==> config.mk <==
export PLATFORM = sky130hd
export DESIGN_NAME = sha1_message_digest_core
export DESIGN_NICKNAME = d
export VERILOG_FILES = /design/src/hdl/sha1_pkg.sv /design/src/hdl/sha1_message_digest_core.sv /design/src/hdl/sha1_dp.sv /design/src/hdl/sha1_ctrl.sv
export SDC_FILE = /design/constraint.sdc
export NUM_CORES = 2
export LEC_CHECK = 0
export BUFFER_PORTS_ARGS = -buffer_cell sky130_fd_sc_hd__buf_4
export CAP_MARGIN = 5
export CORE_MARGIN = 4
export CORE_UTILIZATION = 45
export CTS_CLUSTER_SIZE = 28
export DETAILED_ROUTE_END_ITERATION = 12
export GPL_TIMING_DRIVEN = 0
export PLACE_DENSITY = 0.64
export SYNTH_ARGS = -nofsm -noshare
export SYNTH_HDL_FRONTEND = slang
export SYNTH_HIERARCHICAL = 1
export SYNTH_SLANG_ARGS = --single-unit
==> constraint.sdc <==
create_clock -name i_clk -period 10 [get_ports i_clk]
set_clock_uncertainty 0.2 [all_clocks]
set_input_delay 2 -clock i_clk [delete_from_list [all_inputs] [get_ports i_clk]]
set_output_delay 2 -clock i_clk [all_outputs]
set_load 0.02 [all_outputs]
==> src/hdl/sha1_pkg.sv <==
// ----------------------------------------------------------------------------
// SHA-1 digest engine package
// Shared types, command struct and constants for the controller and datapath.
// ----------------------------------------------------------------------------
`timescale 1ns / 1ps
`default_nettype none

package sha1_pkg;

    // Number of rounds per 512-bit block and the index of the final round.
    localparam int unsigned ROUNDS = 80;
    localparam logic [6:0] LAST_ROUND = 7'(ROUNDS - 1);

    // Window fill level at which the length words follow.
    localparam logic [3:0] LEN_SLOT = 4'd14;
    localparam logic [3:0] LAST_SLOT = 4'd15;

    // Digest words and the index of the final one.
    localparam int unsigned DIGEST_WORDS = 5;
    localparam logic [2:0] LAST_DIGEST_IDX = 3'(DIGEST_WORDS - 1);

    // Byte count of a full word.
    localparam logic [2:0] FULL_BYTES = 3'd4;

    // Initial hash values, entry 0 listed last.
    localparam logic [4:0][31:0] INIT_HASH = {
        32'hc3d2e1f0, 32'h10325476, 32'h98badcfe, 32'hefcdab89, 32'h67452301
    };

    // Round constants.
    localparam logic [31:0] K0 = 32'h5a827999;
    localparam logic [31:0] K1 = 32'h6ed9eba1;
    localparam logic [31:0] K2 = 32'h8f1bbcdc;
    localparam logic [31:0] K3 = 32'hca62c1d6;

    // Padding marker byte in the top byte lane.
    localparam logic [31:0] PAD_MARK_WORD = 32'h80000000;

    // Controller states.
    typedef enum logic [2:0] {
        S_IDLE,
        S_PAD_MARK,
        S_PAD_ZERO,
        S_LEN_HI,
        S_LEN_LO,
        S_ROUND,
        S_ADD,
        S_DONE
    } t_state;

    // Source of a word pushed into the schedule window.
    typedef enum logic [2:0] {
        PS_INPUT,
        PS_MARK,
        PS_ZERO,
        PS_LEN_HI,
        PS_LEN_LO
    } t_push_sel;

    // Commands from controller to datapath.
    typedef struct packed {
        logic      push;
        t_push_sel push_sel;
        logic      start_block;
        logic      round_en;
        logic [6:0] round_idx;
        logic      chain_add;
        logic      digest_load;
        logic      out_shift;
    } t_dp_cmd;

    // Byte count saturated to a full word.
    function automatic logic [2:0] sat_count(input logic [2:0] n);
        return (n > FULL_BYTES) ? FULL_BYTES : n;
    endfunction

endpackage

`default_nettype wire

==> src/hdl/sha1_message_digest_core.sv <==
// ----------------------------------------------------------------------------
// SHA-1 message digest core
// Hashes a word stream and returns the five-word digest per message.
// ----------------------------------------------------------------------------
// Usage:
//   Input channel (i_in_valid / o_in_ready): one big-endian message word per
//   handshake, first byte in bits 31..24. Words before the last always count
//   as four bytes; the word with i_last_item set carries 0 to 4 bytes.
//   Output channel (o_out_valid / i_out_ready): five digest words, index 0
//   (most significant) first, o_last_word set on the fifth.
// Intake and compression:
//   A word is taken on each handshake while the core is idle. Every sixteenth
//   word starts a compression of 80 rounds (one round per cycle) and then the
//   chaining add, with intake stalled until both are through. After the last
//   word the padding words follow one per cycle outside compressions, then
//   one or two blocks run; S_DONE loads the digest when the buffer is free.
// Reset and stalls:
//   Synchronous reset restores the initial hash values and clears the length.
//   The digest sits in its own buffer, so the next message streams in while
//   the receiver stalls; only the next message's digest load waits for it.
// ----------------------------------------------------------------------------
`timescale 1ns / 1ps
`default_nettype none

module sha1_message_digest_core (
    input  wire logic        i_clk,
    input  wire logic        i_rst_n,
    input  wire logic        i_in_valid,
    output logic             o_in_ready,
    input  wire logic [31:0] i_data_word,
    input  wire logic [2:0]  i_byte_count,
    input  wire logic        i_last_item,
    output logic             o_out_valid,
    input  wire logic        i_out_ready,
    output logic [31:0]      o_digest_word,
    output logic [2:0]       o_word_index,
    output logic             o_last_word
);

    sha1_pkg::t_dp_cmd cmd;

    // Sequencer.
    sha1_ctrl u_ctrl (
        .i_clk        (i_clk),
        .i_rst_n      (i_rst_n),
        .i_in_valid   (i_in_valid),
        .i_byte_count (i_byte_count),
        .i_last_item  (i_last_item),
        .o_in_ready   (o_in_ready),
        .o_out_valid  (o_out_valid),
        .i_out_ready  (i_out_ready),
        .o_word_index (o_word_index),
        .o_last_word  (o_last_word),
        .o_cmd        (cmd)
    );

    // Hash datapath.
    sha1_dp u_dp (
        .i_clk         (i_clk),
        .i_rst_n       (i_rst_n),
        .i_cmd         (cmd),
        .i_data_word   (i_data_word),
        .i_byte_count  (i_byte_count),
        .i_last_item   (i_last_item),
        .o_digest_word (o_digest_word)
    );

endmodule

`default_nettype wire

==> src/hdl/sha1_dp.sv <==
// ----------------------------------------------------------------------------
// SHA-1 datapath
// Chaining words, working variables, schedule window, bit length and the
// digest output buffer, all driven by controller commands.
// ----------------------------------------------------------------------------
`timescale 1ns / 1ps
`default_nettype none

module sha1_dp (
    input  wire logic             i_clk,
    input  wire logic             i_rst_n,
    input  wire sha1_pkg::t_dp_cmd i_cmd,
    input  wire logic [31:0]      i_data_word,
    input  wire logic [2:0]       i_byte_count,
    input  wire logic             i_last_item,
    output logic [31:0]           o_digest_word
);

    logic [31:0] r_chain [5];
    logic [31:0] r_var   [5];
    logic [31:0] r_win   [16];
    logic [31:0] r_dig   [5];
    logic [63:0] r_bitlen;

    logic [2:0]  nsat;
    logic [31:0] keep_mask;
    logic [31:0] mark_bits;
    logic [31:0] push_word;
    logic [5:0]  len_add;
    logic [31:0] sched_mix;
    logic [31:0] w_cur;
    logic [31:0] f_val;
    logic [31:0] k_val;
    logic [31:0] tmp;
    logic        shift_en;
    logic [31:0] shift_in;

    // Mask and padding marker for a short final word.
    always_comb begin
        nsat = sha1_pkg::sat_count(i_byte_count);
        case (nsat)
            3'd0: begin
                keep_mask = 32'h00000000;
                mark_bits = 32'h80000000;
            end
            3'd1: begin
                keep_mask = 32'hff000000;
                mark_bits = 32'h00800000;
            end
            3'd2: begin
                keep_mask = 32'hffff0000;
                mark_bits = 32'h00008000;
            end
            3'd3: begin
                keep_mask = 32'hffffff00;
                mark_bits = 32'h00000080;
            end
            default: begin
                keep_mask = 32'hffffffff;
                mark_bits = 32'h00000000;
            end
        endcase
        len_add = i_last_item ? {nsat, 3'b000} : 6'd32;
    end

    // Word entering the schedule window.
    always_comb begin
        case (i_cmd.push_sel)
            sha1_pkg::PS_INPUT: begin
                if (i_last_item) begin
                    push_word = (i_data_word & keep_mask) | mark_bits;
                end else begin
                    push_word = i_data_word;
                end
            end
            sha1_pkg::PS_MARK:   push_word = sha1_pkg::PAD_MARK_WORD;
            sha1_pkg::PS_ZERO:   push_word = 32'h0;
            sha1_pkg::PS_LEN_HI: push_word = r_bitlen[63:32];
            sha1_pkg::PS_LEN_LO: push_word = r_bitlen[31:0];
            default:             push_word = 32'h0;
        endcase
    end

    // One SHA-1 round: message schedule, round function and sum.
    always_comb begin
        sched_mix = r_win[13] ^ r_win[8] ^ r_win[2] ^ r_win[0];
        if (i_cmd.round_idx < 7'd16) begin
            w_cur = r_win[0];
        end else begin
            w_cur = {sched_mix[30:0], sched_mix[31]};
        end
        if (i_cmd.round_idx < 7'd20) begin
            f_val = (r_var[1] & r_var[2]) | (~r_var[1] & r_var[3]);
            k_val = sha1_pkg::K0;
        end else if (i_cmd.round_idx < 7'd40) begin
            f_val = r_var[1] ^ r_var[2] ^ r_var[3];
            k_val = sha1_pkg::K1;
        end else if (i_cmd.round_idx < 7'd60) begin
            f_val = (r_var[1] & r_var[2]) | (r_var[1] & r_var[3]) |
                    (r_var[2] & r_var[3]);
            k_val = sha1_pkg::K2;
        end else begin
            f_val = r_var[1] ^ r_var[2] ^ r_var[3];
            k_val = sha1_pkg::K3;
        end
        tmp = {r_var[0][26:0], r_var[0][31:27]} + f_val + r_var[4] + k_val + w_cur;
        shift_en = i_cmd.push | i_cmd.round_en;
        shift_in = i_cmd.push ? push_word : w_cur;
    end

    // Schedule window: a shift line, oldest word at entry 0.
    always_ff @(posedge i_clk) begin
        if (shift_en) begin
            for (int i = 0; i < 15; i++) begin
                r_win[i] <= r_win[i + 1];
            end
            r_win[15] <= shift_in;
        end
    end

    // Working variables a to e.
    always_ff @(posedge i_clk) begin
        if (!i_rst_n) begin
            for (int i = 0; i < 5; i++) begin
                r_var[i] <= 32'h0;
            end
        end else if (i_cmd.start_block) begin
            for (int i = 0; i < 5; i++) begin
                r_var[i] <= r_chain[i];
            end
        end else if (i_cmd.round_en) begin
            r_var[4] <= r_var[3];
            r_var[3] <= r_var[2];
            r_var[2] <= {r_var[1][1:0], r_var[1][31:2]};
            r_var[1] <= r_var[0];
            r_var[0] <= tmp;
        end
    end

    // Chaining words and message bit length.
    always_ff @(posedge i_clk) begin
        if (!i_rst_n) begin
            for (int i = 0; i < 5; i++) begin
                r_chain[i] <= sha1_pkg::INIT_HASH[i];
            end
            r_bitlen <= 64'h0;
        end else begin
            if (i_cmd.digest_load) begin
                for (int i = 0; i < 5; i++) begin
                    r_chain[i] <= sha1_pkg::INIT_HASH[i];
                end
                r_bitlen <= 64'h0;
            end else begin
                if (i_cmd.chain_add) begin
                    for (int i = 0; i < 5; i++) begin
                        r_chain[i] <= r_chain[i] + r_var[i];
                    end
                end
                if (i_cmd.push && (i_cmd.push_sel == sha1_pkg::PS_INPUT)) begin
                    r_bitlen <= r_bitlen + 64'(len_add);
                end
            end
        end
    end

    // Digest buffer, shifted out one word per output handshake.
    always_ff @(posedge i_clk) begin
        if (i_cmd.digest_load) begin
            for (int i = 0; i < 5; i++) begin
                r_dig[i] <= r_chain[i];
            end
        end else if (i_cmd.out_shift) begin
            for (int i = 0; i < 4; i++) begin
                r_dig[i] <= r_dig[i + 1];
            end
        end
    end

    assign o_digest_word = r_dig[0];

endmodule

`default_nettype wire

==> src/hdl/sha1_ctrl.sv <==
// ----------------------------------------------------------------------------
// SHA-1 controller
// Sequences word intake, padding, the 80 rounds, the chaining update and the
// digest output handshake.
// ----------------------------------------------------------------------------
`timescale 1ns / 1ps
`default_nettype none

module sha1_ctrl (
    input  wire logic        i_clk,
    input  wire logic        i_rst_n,
    input  wire logic        i_in_valid,
    input  wire logic [2:0]  i_byte_count,
    input  wire logic        i_last_item,
    output logic             o_in_ready,
    output logic             o_out_valid,
    input  wire logic        i_out_ready,
    output logic [2:0]       o_word_index,
    output logic             o_last_word,
    output sha1_pkg::t_dp_cmd o_cmd
);

    sha1_pkg::t_state r_state, n_state;
    sha1_pkg::t_state r_resume, n_resume;
    logic [3:0] r_count, n_count;
    logic [6:0] r_round, n_round;
    logic       r_out_busy;
    logic [2:0] r_out_idx;

    sha1_pkg::t_state nx_after;
    logic       push;
    logic       in_acc;
    logic       out_acc;
    logic [3:0] count_inc;

    assign o_in_ready = (r_state == sha1_pkg::S_IDLE);
    assign in_acc     = i_in_valid & o_in_ready;
    assign out_acc    = o_out_valid & i_out_ready;
    assign count_inc  = r_count + 4'd1;

    // State registers.
    always_ff @(posedge i_clk) begin
        if (!i_rst_n) begin
            r_state  <= sha1_pkg::S_IDLE;
            r_resume <= sha1_pkg::S_IDLE;
            r_count  <= 4'd0;
            r_round  <= 7'd0;
        end else begin
            r_state  <= n_state;
            r_resume <= n_resume;
            r_count  <= n_count;
            r_round  <= n_round;
        end
    end

    // Next state and datapath commands.
    always_comb begin
        n_state  = r_state;
        n_resume = r_resume;
        n_count  = r_count;
        n_round  = r_round;
        nx_after = r_state;
        push     = 1'b0;
        o_cmd    = '0;
        o_cmd.push_sel  = sha1_pkg::PS_INPUT;
        o_cmd.round_idx = r_round;
        o_cmd.out_shift = out_acc;
        case (r_state)
            sha1_pkg::S_IDLE: begin
                if (in_acc) begin
                    push = 1'b1;
                    o_cmd.push_sel = sha1_pkg::PS_INPUT;
                    if (!i_last_item) begin
                        nx_after = sha1_pkg::S_IDLE;
                    end else if (sha1_pkg::sat_count(i_byte_count) == sha1_pkg::FULL_BYTES) begin
                        nx_after = sha1_pkg::S_PAD_MARK;
                    end else if (count_inc == sha1_pkg::LEN_SLOT) begin
                        nx_after = sha1_pkg::S_LEN_HI;
                    end else begin
                        nx_after = sha1_pkg::S_PAD_ZERO;
                    end
                end
            end
            sha1_pkg::S_PAD_MARK: begin
                push = 1'b1;
                o_cmd.push_sel = sha1_pkg::PS_MARK;
                nx_after = (count_inc == sha1_pkg::LEN_SLOT) ? sha1_pkg::S_LEN_HI
                                                             : sha1_pkg::S_PAD_ZERO;
            end
            sha1_pkg::S_PAD_ZERO: begin
                push = 1'b1;
                o_cmd.push_sel = sha1_pkg::PS_ZERO;
                nx_after = (count_inc == sha1_pkg::LEN_SLOT) ? sha1_pkg::S_LEN_HI
                                                             : sha1_pkg::S_PAD_ZERO;
            end
            sha1_pkg::S_LEN_HI: begin
                push = 1'b1;
                o_cmd.push_sel = sha1_pkg::PS_LEN_HI;
                nx_after = sha1_pkg::S_LEN_LO;
            end
            sha1_pkg::S_LEN_LO: begin
                push = 1'b1;
                o_cmd.push_sel = sha1_pkg::PS_LEN_LO;
                nx_after = sha1_pkg::S_DONE;
            end
            sha1_pkg::S_ROUND: begin
                o_cmd.round_en = 1'b1;
                if (r_round == sha1_pkg::LAST_ROUND) begin
                    n_round = 7'd0;
                    n_state = sha1_pkg::S_ADD;
                end else begin
                    n_round = r_round + 7'd1;
                end
            end
            sha1_pkg::S_ADD: begin
                o_cmd.chain_add = 1'b1;
                n_state = r_resume;
            end
            sha1_pkg::S_DONE: begin
                if (!r_out_busy) begin
                    o_cmd.digest_load = 1'b1;
                    n_state = sha1_pkg::S_IDLE;
                end
            end
            default: begin
                n_state = sha1_pkg::S_IDLE;
            end
        endcase

        // A push that fills the window starts a block compression.
        if (push) begin
            o_cmd.push = 1'b1;
            n_count = count_inc;
            if (r_count == sha1_pkg::LAST_SLOT) begin
                o_cmd.start_block = 1'b1;
                n_state  = sha1_pkg::S_ROUND;
                n_resume = nx_after;
            end else begin
                n_state = nx_after;
            end
        end
    end

    // Output word counter.
    always_ff @(posedge i_clk) begin
        if (!i_rst_n) begin
            r_out_busy <= 1'b0;
            r_out_idx  <= 3'd0;
        end else if (o_cmd.digest_load) begin
            r_out_busy <= 1'b1;
            r_out_idx  <= 3'd0;
        end else if (out_acc) begin
            if (r_out_idx == sha1_pkg::LAST_DIGEST_IDX) begin
                r_out_busy <= 1'b0;
                r_out_idx  <= 3'd0;
            end else begin
                r_out_idx <= r_out_idx + 3'd1;
            end
        end
    end

    assign o_out_valid  = r_out_busy;
    assign o_word_index = r_out_idx;
    assign o_last_word  = (r_out_idx == sha1_pkg::LAST_DIGEST_IDX);

`ifndef SYNTH
    // The final round hands over to the chaining update.
    a_round_to_add: assert property (@(posedge i_clk) disable iff (!i_rst_n)
        (r_state == sha1_pkg::S_ROUND && r_round == sha1_pkg::LAST_ROUND)
        |=> (r_state == sha1_pkg::S_ADD))
        else $error("last round not followed by chaining update");

    // The low length word always completes a block.
    a_len_fills_block: assert property (@(posedge i_clk) disable iff (!i_rst_n)
        (r_state == sha1_pkg::S_LEN_LO) |=> (r_state == sha1_pkg::S_ROUND))
        else $error("length words did not end a block");

    // A digest load starts a fresh output sequence.
    a_load_starts_out: assert property (@(posedge i_clk) disable iff (!i_rst_n)
        o_cmd.digest_load |=> (r_out_busy && r_out_idx == 3'd0))
        else $error("digest load did not start output");

    // The fifth digest word taken frees the buffer.
    a_last_frees: assert property (@(posedge i_clk) disable iff (!i_rst_n)
        (out_acc && o_last_word) |=> !r_out_busy)
        else $error("buffer still busy after final digest word");
`endif

endmodule

`default_nettype wire
==> summary.md <==
| Metric | Value |
|---|---|
| Synth Register Bits | around 1100 |
| Worst Path Class, Setup | reg -> reg |
| Register area share after synthesis | 59.78% |
| 1st-iter DRT viols | between 3000 and 4000 |
| Leak Pwr | roughly 0.022 uW |
| Pre-CTS setup slack | ~2500 ps |
| Cell Area, Synth | between 50000 and 60000 um^2 |
| Initial antenna violation count | 0 |
| CTS-repair resized insts | 0 |
| Async S/R FF share, synth | 0% |
| CP Data Arrival Time | roughly 7600 ps |
| Clk root buf | clkbuf_16 |
| Syn_area_per_cell | 13.08 um^2 |
| Peak supply drop | slightly above 0.0002 V |
| PwrDens | a little over 300 nW/um^2 |
| Worst R2R End | u_dp/r_var[0][31]$_DFFE_PP_ |
| Worst skew pair latency | about 700 ps |
| Number of synthesized flops with an enable pin | slightly below 1000 |
| Worst setup startpoint | u_ctrl/r_round[6]$_SDFFE_PN0P_ |
| HPWL after detailed placement | 103300 um |
| Initial core utilization | 45.31% |
| DRC | 0 |
| Worst R2R Setup Slack | 2600 ps |
| H-tree depth | 3 |
| Capture point of the worst path | u_dp/r_var[0][31]$_DFFE_PP_ |
| Startpoint types | flip-flop |
| Design Area, Final | 59140 um^2 |
| Min Tclk post-route | approximately 7400 ps |
| Rows | 125 |
| Top FF cell, synth | edfxtp_1 |
| DRT Pass-1 Iters | 6 |
| Final Util | between 50% and 60% |
| Worst-Margin Slew | 1367 ps |
| Routed vias/inst | 5.631 |
| Area grow syn2layout | 12.48% |
| Post-route ant nets | 0 |
| Final cell count without fillers | ~6000 |
| RSZ-0062 raised after global routing | false |
| Clock transition at path regs | 60 ps |
| Core area | 116000 um^2 |
| Buffers on Ports | 77 |
| Cell Area, Placed | roughly 56000 um^2 |
| Die width | 349.8 um |
| Grt ovf | 0 |
| Status | complete, no violations |
| Most frequent cells in the layout | 992 x edfxtp_1, 284 x nand2_1, 267 x inv_1 |
| Rel. slew slack | roughly 8.9% |
| Period utilization | around three quarters |
| Hold-fix buffers at CTS | 0 |
| Number of antenna diodes | 0 |
| Vias in the first global route | roughly 32000 |
| Worst hold slack | approximately 200 ps |
| Routed via count | around 33000 |
| Clock tree buffer depth | 3 |
| Commonest non-fill, non-tap cell in the layout | edfxtp_1 |
| Share of layout cells above drive strength 1 | about a tenth |
| TritonCTS clock tree | yes |
| Setup slack after layout | about 2600 ps |
| Clock sinks | around 1100 |
| Placed insts | 5646 |
| Drt total wl | around 140000 um |
| Max cap viols | 0 |
| Setup crit end kind | flip-flop |
| First-pass GRT wire length | roughly 200000 um |
| Critical R2R Launch | u_ctrl/r_round[6]$_SDFFE_PN0P_ |
| Final Max Tran Viols | 0 |
| Synth warn | 6 |
| Tot GR Track Use | between 20% and 30% |
| Worst reg-to-reg path cell count | 20 |
| FMAX | 135.1 MHz |
| Post-CTS Setup Repair Bufs | 0 |
| Filler cell count | around 9800 |
| Nets@finish | 4600 |
| Largest net degree at the start of global routing | 72 |
| Hold Crit Class | reg -> reg |
| Gpl congestion | between 0.9 and 1 |
| Final Hold Vio Count | 0 |
| DR WL/cell | ~23 um |
| Maximum fanout along the worst path | 10 |
| Finish-stage setup viols | 0 |
| Worst path required time | just over 10000 ps |
| Synth Instances | 4021 |
| Top Ports | 78 |
| CTS Buf Count | 110 |
| Die ar. | roughly 120000 um^2 |
| Syn_nets | 4387 |
| Die height | 349.8 um |
| Count of cell types in the netlist | 92 |
## final cells by class
| cell class | count | area [um^2] | share of cell area (%) |
|---|---|---|---|
| Sequential cell | 1074 | 31430 | 53.15 |
| Multi-Input combinational cell | 2519 | 19440 | 32.87 |
| Clock buffer | 142 | 2944 | 4.978 |
| Tap cell | 1524 | 1907 | 3.224 |
| Timing Repair Buffer | 101 | 1100 | 1.860 |
| Inverter | 268 | 1006 | 1.701 |
| Buffer | 160 | 739.5 | 1.250 |
| Clock inverter | 61 | 576.8 | 0.9753 |
## per-layer routing
metal	GRT usage [%]	wire, um
met5	0	0
met4	8.329	5090
met3	3.448	9490
met2	35.58	63180
met1	30.42	59140
## kinds of logic after synthesis
family	synth area share, %
buf+inv	3.317
compound gates	11.23
simple gates	7.665
mux	3.427
xor+xnor	5.031
fa+ha+maj	9.557
flops	59.78
## worst min-delay path by stage
| stage | from | end | slack [ps] | cells after the start |
|---|---|---|---|---|
| floorplan | u_dp/r_win[0][32]$_DFFE_PP_ | u_dp/r_win[0][0]$_DFFE_PP_ | 200 | 0 |
| global placement | u_dp/r_win[0][194]$_DFFE_PP_ | u_dp/r_win[0][162]$_DFFE_PP_ | 200 | 0 |
| detailed placement | u_dp/r_win[0][213]$_DFFE_PP_ | u_dp/r_win[0][181]$_DFFE_PP_ | 200 | 0 |
| CTS | u_dp/r_win[1][235]$_DFFE_PP_ | u_dp/r_win[1][203]$_DFFE_PP_ | 210 | 0 |
| global route | u_dp/r_win[1][95]$_DFFE_PP_ | u_dp/r_win[1][63]$_DFFE_PP_ | 210 | 0 |
| finish | u_dp/r_win[1][226]$_DFFE_PP_ | u_dp/r_win[1][194]$_DFFE_PP_ | 200 | 0 |
## worst max-delay path, cell delays in order, from the launching register on
cell	delay [ps]
dfxtp_1	400
nor3_2	240
buf_6	200
clkbuf_1	660
nor2_1	310
a21oi_1	470
fa_1	530
fa_1	550
inv_1	50
fa_1	450
ha_1	260
fa_1	440
a211oi_1	310
o31a_1	220
o31ai_1	150
o22a_1	320
a221oi_1	460
o21ai_1	270
a41oi_1	330
xnor2_1	160
o21ai_0	110
## synth_stat cells, types with 11 or more instances
cell / n / area [um^2]
o31ai_1: 17 / 127.6
clkbuf_1: 110 / 412.9
inv_1: 267 / 1002
a222oi_1: 28 / 280.3
or3_1: 30 / 187.7
xor2_1: 106 / 928.4
mux2_2: 128 / 1441
a31oi_1: 25 / 156.4
a221oi_1: 11 / 96.34
nor3_1: 42 / 210.2
a211oi_1: 25 / 187.7
xnor2_1: 196 / 1717
a221o_1: 18 / 180.2
nor2b_1: 24 / 150.1
dfxtp_1: 82 / 1642
nand3_1: 50 / 250.2
o221ai_1: 12 / 105.1
nand2_1: 285 / 1070
and3_1: 27 / 168.9
o211ai_1: 18 / 135.1
a21oi_1: 185 / 925.9
a21o_1: 79 / 593.1
nor2_1: 260 / 975.9
fa_1: 126 / 2522
a22o_1: 96 / 840.8
o21a_1: 31 / 232.7
nand4_1: 24 / 150.1
mux2i_1: 36 / 360.4
buf_1: 13 / 48.80
o21ai_0: 180 / 900.9
nand2b_1: 35 / 219.0
o21bai_1: 24 / 180.2
and2_1: 23 / 143.9
ha_1: 200 / 2502
edfxtp_1: 992 / 29790
o22ai_1: 34 / 212.7
buf_4: 34 / 255.2
## where the power goes
| group | switching, uW | internal, uW | total (uW) | leakage, uW |
|---|---|---|---|---|
| clock network | 1730 | 2290 | 4010 | 0.00171 |
| registers | 658 | 6910 | 7560 | 0.0103 |
| logic | 3790 | 2500 | 6280 | 0.00977 |
| total | 6170 | 11700 | 17900 | 0.0218 |
## stage by stage
stage               power, uW  TNS (ps)
floorplan               12330         0
global route            18940         0
detailed placement      13850         0
CTS                     17920         0
finish                  17860         0
global placement        13980  -1749300
## state kept, by name, summed over array words and instances (netlist names)
register and cells:
u_ctrl/r_state 3, u_ctrl/r_round 7, u_dp/r_chain 160, u_ctrl/o_word_index 3, u_dp/r_dig 160, u_dp/r_var 160, u_ctrl/o_out_valid 1, u_dp/r_win 512
u_dp/r_bitlen 61, u_ctrl/r_count 4, u_ctrl/r_resume 3
Power figures use the tool's default switching activity.
